$ cat src/bcd_pkg.sv
// Shared types, constants and arithmetic helpers for the BC1/BC2/BC3 block decoder.
package bcd_pkg;

    // block_format register codes (code 3 decodes as BC1)
    localparam logic [1:0] FMT_BC1 = 2'd0;
    localparam logic [1:0] FMT_BC2 = 2'd1;
    localparam logic [1:0] FMT_BC3 = 2'd2;

    // Block queue between front and back
    localparam int QUEUE_DEPTH = 2;
    localparam int QPTR_W      = (QUEUE_DEPTH > 1) ? $clog2(QUEUE_DEPTH) : 1;
    localparam int QCNT_W      = $clog2(QUEUE_DEPTH + 1);

    localparam int NUM_PIXELS = 16;
    localparam int PIX_W      = $clog2(NUM_PIXELS);

    // Reciprocal multipliers for the constant divides
    localparam logic [11:0] EXP5_MUL = 12'd2106;  // c*255/31 = (c*2106) >> 8
    localparam logic [12:0] EXP6_MUL = 13'd4145;  // c*255/63 = (c*4145) >> 10
    localparam logic [9:0]  RECIP3   = 10'd683;   // x/3 = (x*683) >> 11, x <= 765
    localparam logic [10:0] RECIP5   = 11'd1639;  // x/5 = (x*1639) >> 13, x <= 1275
    localparam logic [11:0] RECIP7   = 12'd2341;  // x/7 = (x*2341) >> 14, x <= 1785

    // How the alpha of each pixel is formed
    typedef enum logic [1:0] {
        ALPHA_PUNCH    = 2'd0,  // BC1: from palette, index 3 may be transparent
        ALPHA_EXPLICIT = 2'd1,  // BC2: 4-bit nibble * 17
        ALPHA_INTERP   = 2'd2   // BC3: 8-entry interpolated table
    } alpha_mode_t;

    // One classified block as it sits in the queue
    typedef struct packed {
        logic [3:0][7:0] pal_r;
        logic [3:0][7:0] pal_g;
        logic [3:0][7:0] pal_b;
        logic            trans3;   // palette index 3 is transparent black
        alpha_mode_t     amode;
        logic [7:0][7:0] atab;
        logic [31:0]     cidx;
        logic [63:0]     aidx;     // BC2 nibbles, or BC3 3-bit indices from bit 0
    } queue_entry_t;

    // 5-bit channel to 8 bits, truncating c*255/31
    function automatic logic [7:0] expand5(input logic [4:0] c);
        logic [16:0] p;
        p = 17'(c) * 17'(EXP5_MUL);
        return p[15:8];
    endfunction

    // 6-bit channel to 8 bits, truncating c*255/63
    function automatic logic [7:0] expand6(input logic [5:0] c);
        logic [18:0] p;
        p = 19'(c) * 19'(EXP6_MUL);
        return p[17:10];
    endfunction

    function automatic logic [7:0] div3(input logic [9:0] x);
        logic [19:0] p;
        p = 20'(x) * 20'(RECIP3);
        return p[18:11];
    endfunction

    function automatic logic [7:0] div5(input logic [10:0] x);
        logic [21:0] p;
        p = 22'(x) * 22'(RECIP5);
        return p[20:13];
    endfunction

    function automatic logic [7:0] div7(input logic [10:0] x);
        logic [22:0] p;
        p = 23'(x) * 23'(RECIP7);
        return p[21:14];
    endfunction

endpackage

$ cat src/bc1_bc2_bc3_block_decoder.sv
// Top level of the BC1/BC2/BC3 block decoder: format register, front end, queue, back end.
//
//  channel  | direction | handshake            | payload
//  ---------+-----------+----------------------+----------------------------------------
//  s_       | in        | s_valid / s_ready    | endpoints, colour indices, alpha half
//  m_       | out       | m_valid / m_ready    | RGBA pixel, x, y, last flag
//  cfg_     | in        | cfg_wr_en (no wait)  | cfg_wr_data -> block_format
//
//  The back end emits one pixel per cycle from a 4-bit pixel counter while m_ready does not stall it.
//  After the block transfer, a block passes front stage 1 (loaded at the transfer edge), front stage 2,
//  the queue, pixel select and the output register before its first pixel is valid.
//  Synchronous active-low reset; block_format resets to BC1. No clearing pass.
//  m_ready low while a pixel is held freezes the back end; the two-entry queue lets the front keep taking blocks.
module bc1_bc2_bc3_block_decoder import bcd_pkg::*; (
    input  logic        aclk,
    input  logic        aresetn,
    input  logic        cfg_wr_en,
    input  logic [1:0]  cfg_wr_data,
    input  logic        s_valid,
    output logic        s_ready,
    input  logic [15:0] s_endpoint_first,
    input  logic [15:0] s_endpoint_second,
    input  logic [31:0] s_color_indices,
    input  logic [63:0] s_alpha_block,
    output logic        m_valid,
    input  logic        m_ready,
    output logic [7:0]  m_red,
    output logic [7:0]  m_green,
    output logic [7:0]  m_blue,
    output logic [7:0]  m_alpha,
    output logic [1:0]  m_pixel_x,
    output logic [1:0]  m_pixel_y,
    output logic        m_last_pixel
);

    logic [1:0]   block_format_reg;
    logic         push, queue_full, pop, q_valid;
    queue_entry_t push_data, q_data;

    // Format register
    always_ff @(posedge aclk) begin
        if (!aresetn) begin
            block_format_reg <= FMT_BC1;
        end else if (cfg_wr_en) begin
            block_format_reg <= cfg_wr_data;
        end
    end

    bcd_front u_front (
        .aclk              (aclk),
        .aresetn           (aresetn),
        .block_format      (block_format_reg),
        .s_valid           (s_valid),
        .s_ready           (s_ready),
        .s_endpoint_first  (s_endpoint_first),
        .s_endpoint_second (s_endpoint_second),
        .s_color_indices   (s_color_indices),
        .s_alpha_block     (s_alpha_block),
        .push              (push),
        .push_data         (push_data),
        .queue_full        (queue_full)
    );

    bcd_fifo u_fifo (
        .aclk      (aclk),
        .aresetn   (aresetn),
        .push      (push),
        .push_data (push_data),
        .full      (queue_full),
        .pop       (pop),
        .pop_data  (q_data),
        .not_empty (q_valid)
    );

    bcd_back u_back (
        .aclk         (aclk),
        .aresetn      (aresetn),
        .q_valid      (q_valid),
        .q_data       (q_data),
        .pop          (pop),
        .m_valid      (m_valid),
        .m_ready      (m_ready),
        .m_red        (m_red),
        .m_green      (m_green),
        .m_blue       (m_blue),
        .m_alpha      (m_alpha),
        .m_pixel_x    (m_pixel_x),
        .m_pixel_y    (m_pixel_y),
        .m_last_pixel (m_last_pixel)
    );

endmodule

$ cat src/bcd_front.sv
// Front end: accepts compressed blocks, expands endpoints and builds colour and alpha palettes.
module bcd_front import bcd_pkg::*; (
    input  logic         aclk,
    input  logic         aresetn,
    input  logic [1:0]   block_format,
    input  logic         s_valid,
    output logic         s_ready,
    input  logic [15:0]  s_endpoint_first,
    input  logic [15:0]  s_endpoint_second,
    input  logic [31:0]  s_color_indices,
    input  logic [63:0]  s_alpha_block,
    output logic         push,
    output queue_entry_t push_data,
    input  logic         queue_full
);

    // Stage 1: expanded endpoints and classification
    logic              s1_valid_reg;
    logic [2:0][7:0]   s1_ea_reg, s1_eb_reg;
    logic              s1_three_reg;
    alpha_mode_t       s1_amode_reg;
    logic [31:0]       s1_cidx_reg;
    logic [63:0]       s1_aidx_reg;
    logic [7:0]        s1_a0_reg, s1_a1_reg;

    // Stage 2: weighted sums
    logic              s2_valid_reg;
    logic [2:0][7:0]   s2_ea_reg, s2_eb_reg;
    logic [2:0][9:0]   s2_sum2_reg, s2_sum3_reg;
    logic [2:0][9:0]   s2_sum2_next, s2_sum3_next;
    logic [5:0][10:0]  s2_asum_reg, s2_asum_next;
    logic              s2_agt_reg;
    logic              s2_three_reg;
    alpha_mode_t       s2_amode_reg;
    logic [31:0]       s2_cidx_reg;
    logic [63:0]       s2_aidx_reg;
    logic [7:0]        s2_a0_reg, s2_a1_reg;

    logic              s1_free, s2_free, s1_to_s2;
    logic [2:0][7:0]   ea_in, eb_in;
    logic              punch_in;
    alpha_mode_t       amode_in;

    // Flow control: each stage moves when the one after it has room
    assign push     = s2_valid_reg && !queue_full;
    assign s2_free  = !s2_valid_reg || !queue_full;
    assign s1_to_s2 = s1_valid_reg && s2_free;
    assign s1_free  = !s1_valid_reg || s2_free;
    assign s_ready  = s1_free;

    // Endpoint expansion and format classification
    always_comb begin
        ea_in[0] = expand5(s_endpoint_first[15:11]);
        ea_in[1] = expand6(s_endpoint_first[10:5]);
        ea_in[2] = expand5(s_endpoint_first[4:0]);
        eb_in[0] = expand5(s_endpoint_second[15:11]);
        eb_in[1] = expand6(s_endpoint_second[10:5]);
        eb_in[2] = expand5(s_endpoint_second[4:0]);
        unique case (block_format)
            FMT_BC2: amode_in = ALPHA_EXPLICIT;
            FMT_BC3: amode_in = ALPHA_INTERP;
            default: amode_in = ALPHA_PUNCH;
        endcase
        punch_in = (amode_in == ALPHA_PUNCH);
    end

    always_ff @(posedge aclk) begin
        if (!aresetn) begin
            s1_valid_reg <= 1'b0;
        end else if (s1_free) begin
            s1_valid_reg <= s_valid;
        end
    end

    always_ff @(posedge aclk) begin
        if (s_valid && s1_free) begin
            s1_ea_reg    <= ea_in;
            s1_eb_reg    <= eb_in;
            s1_three_reg <= punch_in && !(s_endpoint_first > s_endpoint_second);
            s1_amode_reg <= amode_in;
            s1_cidx_reg  <= s_color_indices;
            // BC3 indices start after the two alpha endpoints
            s1_aidx_reg  <= (amode_in == ALPHA_INTERP) ? {16'd0, s_alpha_block[63:16]}
                                                       : s_alpha_block;
            s1_a0_reg    <= s_alpha_block[7:0];
            s1_a1_reg    <= s_alpha_block[15:8];
        end
    end

    // Weighted sums for the interpolated entries
    always_comb begin
        for (int c = 0; c < 3; c++) begin
            s2_sum2_next[c] = s1_three_reg
                ? 10'(s1_ea_reg[c]) + 10'(s1_eb_reg[c])
                : {1'b0, s1_ea_reg[c], 1'b0} + 10'(s1_eb_reg[c]);
            s2_sum3_next[c] = 10'(s1_ea_reg[c]) + {1'b0, s1_eb_reg[c], 1'b0};
        end
        for (int k = 1; k <= 6; k++) begin
            if (s1_a0_reg > s1_a1_reg) begin
                s2_asum_next[k-1] = 11'(7 - k) * 11'(s1_a0_reg) + 11'(k) * 11'(s1_a1_reg);
            end else if (k <= 4) begin
                s2_asum_next[k-1] = 11'(5 - k) * 11'(s1_a0_reg) + 11'(k) * 11'(s1_a1_reg);
            end else begin
                s2_asum_next[k-1] = 11'd0;
            end
        end
    end

    always_ff @(posedge aclk) begin
        if (!aresetn) begin
            s2_valid_reg <= 1'b0;
        end else if (s2_free) begin
            s2_valid_reg <= s1_valid_reg;
        end
    end

    always_ff @(posedge aclk) begin
        if (s1_to_s2) begin
            s2_ea_reg    <= s1_ea_reg;
            s2_eb_reg    <= s1_eb_reg;
            s2_sum2_reg  <= s2_sum2_next;
            s2_sum3_reg  <= s2_sum3_next;
            s2_asum_reg  <= s2_asum_next;
            s2_agt_reg   <= s1_a0_reg > s1_a1_reg;
            s2_three_reg <= s1_three_reg;
            s2_amode_reg <= s1_amode_reg;
            s2_cidx_reg  <= s1_cidx_reg;
            s2_aidx_reg  <= s1_aidx_reg;
            s2_a0_reg    <= s1_a0_reg;
            s2_a1_reg    <= s1_a1_reg;
        end
    end

    // Constant divides; the queue registers the result
    always_comb begin
        for (int c = 0; c < 3; c++) begin
            logic [7:0] p0, p1, p2, p3;
            p0 = s2_ea_reg[c];
            p1 = s2_eb_reg[c];
            p2 = s2_three_reg ? s2_sum2_reg[c][8:1] : div3(s2_sum2_reg[c]);
            p3 = s2_three_reg ? 8'd0 : div3(s2_sum3_reg[c]);
            if (c == 0) push_data.pal_r = {p3, p2, p1, p0};
            else if (c == 1) push_data.pal_g = {p3, p2, p1, p0};
            else push_data.pal_b = {p3, p2, p1, p0};
        end
        push_data.atab[0] = s2_a0_reg;
        push_data.atab[1] = s2_a1_reg;
        for (int k = 1; k <= 6; k++) begin
            if (s2_agt_reg) begin
                push_data.atab[k+1] = div7(s2_asum_reg[k-1]);
            end else if (k <= 4) begin
                push_data.atab[k+1] = div5(s2_asum_reg[k-1]);
            end else if (k == 5) begin
                push_data.atab[k+1] = 8'd0;
            end else begin
                push_data.atab[k+1] = 8'd255;
            end
        end
        push_data.trans3 = s2_three_reg;
        push_data.amode  = s2_amode_reg;
        push_data.cidx   = s2_cidx_reg;
        push_data.aidx   = s2_aidx_reg;
    end

    // A block waiting on a full queue holds its sums
    a_s2_hold: assert property (@(posedge aclk) disable iff (!aresetn)
        (s2_valid_reg && queue_full) |=> (s2_valid_reg && $stable(s2_asum_reg)
                                          && $stable(s2_cidx_reg)))
        else $error("stage 2 lost or changed a stalled block");

endmodule

$ cat src/bcd_fifo.sv
// Short queue of classified blocks between the front and back ends.
module bcd_fifo import bcd_pkg::*; (
    input  logic         aclk,
    input  logic         aresetn,
    input  logic         push,
    input  queue_entry_t push_data,
    output logic         full,
    input  logic         pop,
    output queue_entry_t pop_data,
    output logic         not_empty
);

    queue_entry_t      entry_reg [QUEUE_DEPTH];
    logic [QPTR_W-1:0] wr_ptr_reg, rd_ptr_reg;
    logic [QCNT_W-1:0] count_reg;

    assign full      = (count_reg == QCNT_W'(QUEUE_DEPTH));
    assign not_empty = (count_reg != '0);
    assign pop_data  = entry_reg[rd_ptr_reg];

    function automatic logic [QPTR_W-1:0] ptr_inc(input logic [QPTR_W-1:0] p);
        return (p == QPTR_W'(QUEUE_DEPTH - 1)) ? '0 : p + 1'b1;
    endfunction

    // Pointers and fill count
    always_ff @(posedge aclk) begin
        if (!aresetn) begin
            wr_ptr_reg <= '0;
            rd_ptr_reg <= '0;
            count_reg  <= '0;
        end else begin
            if (push) wr_ptr_reg <= ptr_inc(wr_ptr_reg);
            if (pop)  rd_ptr_reg <= ptr_inc(rd_ptr_reg);
            if (push && !pop) count_reg <= count_reg + 1'b1;
            else if (pop && !push) count_reg <= count_reg - 1'b1;
        end
    end

    always_ff @(posedge aclk) begin
        if (push) entry_reg[wr_ptr_reg] <= push_data;
    end

    a_no_overflow: assert property (@(posedge aclk) disable iff (!aresetn)
        !(push && full) && !(pop && !not_empty))
        else $error("queue pushed while full or popped while empty");

endmodule

$ cat src/bcd_back.sv
// Back end: walks one block's sixteen pixels and drives the registered pixel output.
module bcd_back import bcd_pkg::*; (
    input  logic         aclk,
    input  logic         aresetn,
    input  logic         q_valid,
    input  queue_entry_t q_data,
    output logic         pop,
    output logic         m_valid,
    input  logic         m_ready,
    output logic [7:0]   m_red,
    output logic [7:0]   m_green,
    output logic [7:0]   m_blue,
    output logic [7:0]   m_alpha,
    output logic [1:0]   m_pixel_x,
    output logic [1:0]   m_pixel_y,
    output logic         m_last_pixel
);

    queue_entry_t     cur_reg;
    logic             cur_valid_reg;
    logic [PIX_W-1:0] cnt_reg;
    logic [31:0]      cidx_reg;
    logic [63:0]      aidx_reg;

    logic             m_valid_reg;
    logic [7:0]       red_reg, green_reg, blue_reg, alpha_reg;
    logic [PIX_W-1:0] pix_reg;
    logic             last_reg;

    logic             advance, block_done;
    logic [1:0]       ci;
    logic [7:0]       alpha_next;

    assign advance    = cur_valid_reg && (!m_valid_reg || m_ready);
    assign block_done = advance && (cnt_reg == PIX_W'(NUM_PIXELS - 1));
    assign pop        = q_valid && (!cur_valid_reg || block_done);
    assign ci         = cidx_reg[1:0];

    // Alpha of the current pixel
    always_comb begin
        case (cur_reg.amode)
            ALPHA_EXPLICIT: alpha_next = {aidx_reg[3:0], aidx_reg[3:0]};
            ALPHA_INTERP:   alpha_next = cur_reg.atab[aidx_reg[2:0]];
            default:        alpha_next = (cur_reg.trans3 && ci == 2'd3) ? 8'd0 : 8'd255;
        endcase
    end

    // Current block and pixel counter
    always_ff @(posedge aclk) begin
        if (!aresetn) begin
            cur_valid_reg <= 1'b0;
            cnt_reg       <= '0;
        end else if (pop) begin
            cur_valid_reg <= 1'b1;
            cnt_reg       <= '0;
        end else if (advance) begin
            cur_valid_reg <= !block_done;
            cnt_reg       <= cnt_reg + 1'b1;
        end
    end

    always_ff @(posedge aclk) begin
        if (pop) begin
            cur_reg  <= q_data;
            cidx_reg <= q_data.cidx;
            aidx_reg <= q_data.aidx;
        end else if (advance) begin
            cidx_reg <= cidx_reg >> 2;
            aidx_reg <= (cur_reg.amode == ALPHA_INTERP) ? aidx_reg >> 3 : aidx_reg >> 4;
        end
    end

    // Output register
    always_ff @(posedge aclk) begin
        if (!aresetn) begin
            m_valid_reg <= 1'b0;
        end else if (advance) begin
            m_valid_reg <= 1'b1;
        end else if (m_ready) begin
            m_valid_reg <= 1'b0;
        end
    end

    always_ff @(posedge aclk) begin
        if (advance) begin
            red_reg   <= cur_reg.pal_r[ci];
            green_reg <= cur_reg.pal_g[ci];
            blue_reg  <= cur_reg.pal_b[ci];
            alpha_reg <= alpha_next;
            pix_reg   <= cnt_reg;
            last_reg  <= (cnt_reg == PIX_W'(NUM_PIXELS - 1));
        end
    end

    assign m_valid      = m_valid_reg;
    assign m_red        = red_reg;
    assign m_green      = green_reg;
    assign m_blue       = blue_reg;
    assign m_alpha      = alpha_reg;
    assign m_pixel_x    = pix_reg[1:0];
    assign m_pixel_y    = pix_reg[3:2];
    assign m_last_pixel = last_reg;

    a_block_runs: assert property (@(posedge aclk) disable iff (!aresetn)
        (advance && !block_done) |=> cur_valid_reg)
        else $error("block ended before its sixteenth pixel");

    a_last_pos: assert property (@(posedge aclk) disable iff (!aresetn)
        m_valid_reg |-> (last_reg == (pix_reg == PIX_W'(NUM_PIXELS - 1))))
        else $error("last flag does not match pixel position");

    a_out_loaded: assert property (@(posedge aclk) disable iff (!aresetn)
        advance |=> (m_valid_reg && pix_reg == $past(cnt_reg)))
        else $error("pixel not presented after it was produced");

endmodule
$ cat config.mk
export PLATFORM = sky130hd
export DESIGN_NAME = bc1_bc2_bc3_block_decoder
export DESIGN_NICKNAME = d
export VERILOG_FILES = /design/src/bcd_pkg.sv /design/src/bc1_bc2_bc3_block_decoder.sv /design/src/bcd_front.sv /design/src/bcd_fifo.sv /design/src/bcd_back.sv
export SDC_FILE = /design/constraint.sdc
export NUM_CORES = 2
export LEC_CHECK = 0
export ABC_AREA = 1
export BUFFER_PORTS_ARGS = -buffer_cell sky130_fd_sc_hd__buf_2
export CORE_UTILIZATION = 40
export DETAILED_ROUTE_END_ITERATION = 12
export PLACE_DENSITY_LB_ADDON = 0.12
export RECOVER_POWER = 50
export SYNTH_ARGS = -nofsm -noshare
export SYNTH_HDL_FRONTEND = slang
export SYNTH_SLANG_ARGS = --single-unit
$ cat constraint.sdc
create_clock -name aclk -period 16.1 [get_ports aclk]
set_input_delay 0.805 -clock aclk [delete_from_list [all_inputs] [get_ports aclk]]
set_output_delay 0.805 -clock aclk [all_outputs]
set_load 0.02 [all_outputs]
==> results.sh <==
export IMPL_start_kind="flop"
export IMPL_htreeDepth=4
export IMPL_die_area_um2=225800
export IMPL_globalRouteMet1Util_pct=26.33
export IMPL_tightest_slew_ns=7.262
export IMPL_ys_types=53
export IMPL_p_leak_nw=45.38
export IMPL_yosys_top_cells_count="2057 x nand2_1, 1424 x inv_1, 1283 x ha_1"
export IMPL_cts_hold_fix_buffers=0
export IMPL_core_area_um2=222300
export IMPL_fin_worst_skew_ns=0.03159
export IMPL_synthesis_area_um2=89550
export IMPL_ios=174
export IMPL_fin_crit_ns=8.789
export IMPL_dieHeight_um=475.1
export IMPL_drive_gt1_share_pct=5.666
export IMPL_cts_sinks=1275
export IMPL_grt_pass1_wl_um=348300
export IMPL_grt_pass1_vias=61930
export IMPL_crit_fanout=131
export IMPL_hold_violations=0
export IMPL_synthCells=8970
export IMPL_use_met2_pct=34.42
export IMPL_syn_to_final_growth_pct=9.700
export IMPL_synth_top_cell_area_share_pct=42.25
export IMPL_io_buffer_count=173
export IMPL_nNetsFinal=10990
export IMPL_status="finished with violations"
export IMPL_synth_area_leaders="edfxtp_1 42%, ha_1 18%, fa_1 8.9%"
export IMPL_insertion_delay_ns=0.81
export IMPL_powerDensity_nw_per_um2=209.4
export IMPL_grt_max_degree=140
export IMPL_rows=173
export IMPL_min_period_over_period_pct=54.59
export IMPL_place_congestion=0.8792
export IMPL_synth_edf_count=1260
export IMPL_ant_nets=0
export IMPL_vias=61030
export IMPL_fin_setup_tns_ns=0
export IMPL_drtPass1Iterations=6
export IMPL_cp_end_kind="flop"
export IMPL_root_buffer="clkbuf_16"
export IMPL_post_place_ws_ns=10.83
export IMPL_required_ns=16.72
export IMPL_critPathArrivalTime_ns=9.41
export IMPL_ys_async_sr_fraction_pct=0
export IMPL_synth_seq_area_share_pct=42.59
export IMPL_tritoncts="done"
export IMPL_path_cells="inv_8 > clkbuf_1 > nand2_1 > a31oi_2"
export IMPL_violations="max-capacitance violations, max-slew violations"
export IMPL_cts_buffers=145
export IMPL_ys_warn_count=0
export IMPL_worst_setup_path_type="reg -> reg"
export IMPL_synth_top_cell_by_area="edfxtp_1"
export IMPL_grt_most_used_layer="met2"
export IMPL_wirelength_um=222800
export IMPL_antenna_found_initial=0
export IMPL_diodes=0
export IMPL_rsz0062_at_grt="no"
export IMPL_clock_path_buffers=3
export IMPL_start_util_pct=40.28
export IMPL_cap_violations=14
export IMPL_first_iter_violations=3468
export IMPL_grt_overflow_total=0
export IMPL_setup_viol=0
export IMPL_hp_class="in -> reg"
export IMPL_yosys_register_bits=1275
export IMPL_largest_reg_flops=518
export IMPL_peakVddDrop_v=0.0001699
export IMPL_grtUsageMet3_pct=2.175
export IMPL_setup_slack_ns=7.311
export IMPL_synthesis_nets=10790
export IMPL_drc=0
export IMPL_place_hpwl_um=165100
export IMPL_yosys_cell_count_top_type="nand2_1"
export IMPL_postCtsSetupRepairBufs=0
export IMPL_grt_total_usage_pct=19.85
export IMPL_detail_route_vias_per_cell=4.978
export IMPL_clk_pin_slew_ns=0.06
export IMPL_dieWidth_um=475.1
export IMPL_max_freq_ghz=0.1138
export IMPL_slowest_stage="clkbuf_1"
export IMPL_max_slew_margin_pct=-384.1
export IMPL_max_stage_delay_ns=5.09
export IMPL_syn_mean_instance_area_um2=9.983
export IMPL_ctsResizeCount=0
export IMPL_slew_violations=794
export IMPL_avgRoutedWirePerCell_um=18.17
export IMPL_ys_flop_type="edfxtp_1"
worst paths after layout:
kind	start	end	slack, ns	cells after the start
worst max register to register	flop	u_back.aidx_reg[5]$_DFFE_PP_	7.31	4
worst min-delay path	s_color_indices[25]	u_front.s1_cidx_reg[25]$_DFFE_PP_	0.17	1
worst min register to register	u_front.s1_aidx_reg[40]$_DFFE_PP_	u_front.s2_aidx_reg[40]$_DFFE_PP_	0.41	0
worst max-delay path	flop	u_back.aidx_reg[5]$_DFFE_PP_	7.31	4
layout make-up:
class                           count  area [µm²]
Clock inverter                     82       954.7
Timing Repair Buffer              214        1067
Inverter                         1430        5385
Tap cell                         2975        3722
Sequential cell                  1275       38140
Multi-Input combinational cell   6106       45190
Fill cell                       21280      124100
Clock buffer                      176        3775
metrics by stage:
stage               power [mW]  util, %  area, µm²  cells  hold slack, ns
global route             22.66    44.19      98230  12260          0.1117
CTS                      20.80    44.29      98450  12260         0.09815
global placement         17.32    42.16      93720  12000          0.4010
finish                   20.57    44.19      98230  12260          0.1714
detailed placement       17.38    42.16      93720  12000          0.4045
floorplan                14.07        -      89550   8970          0.4003
per-layer routing:
| layer | wire (µm) | part of all wire [%] |
|---|---|---|
| met5 | 0 | 0 |
| met1 | 102800 | 46 |
| met2 | 107800 | 48 |
| met4 | 5145 | 2.3 |
| met3 | 6972 | 3.1 |
critical path, delay by kind of cell, from the launching register on:
| family | cells | cell delay (ns) |
|---|---|---|
| AND/OR/NAND/NOR | 1 | 0.44 |
| flip-flops | 1 | 1.28 |
| AO/OA/AOI/OAI | 1 | 0.43 |
| buffers and inverters | 2 | 6.34 |
cells in the final DEF (no fill, tap or decap), drive strengths merged, types with 6 or more instances in the layout:
cell type	count
a21boi	9
a21o	43
a21oi	532
a31oi	105
and2	9
buf	129
bufinv	11
clkbuf	261
clkinv	60
clkinvlp	6
dfxtp	15
edfxtp	1260
fa	398
ha	1283
inv	1435
mux2i	9
nand2	2058
nand3	308
nand3b	25
nand4	81
nor2	521
nor3	70
o211ai	23
o21a	13
o21ai	320
o21bai	54
o22ai	52
o31ai	8
or2	12
xnor2	53
xor2	100
power breakdown:
part | switching [mW] | leakage (nW) | internal, mW | total [mW]
Clock | 1.41 | 2.29 | 1.87 | 3.29
Combinational | 7.86 | 31.2 | 4.27 | 12.1
Sequential | 0.372 | 11.9 | 4.78 | 5.16
Total | 9.64 | 45.4 | 10.9 | 20.6
kinds of logic (layout without fill, tap and decap cells):
logic type	count (synthesis)	after routing	synth area share (%)
muxes	10	10	0.1132
and+or+nand+nor	3095	3095	13.99
xor gates and xnor gates	153	153	1.496
adders and majority gates	1681	1681	26.82
buffers and inverters	1589	1902	6.939
AOI/OAI and AO/OA	1167	1167	8.044
DFF	1275	1275	42.59
No activity file was read; power rests on OpenSTA's default activity.
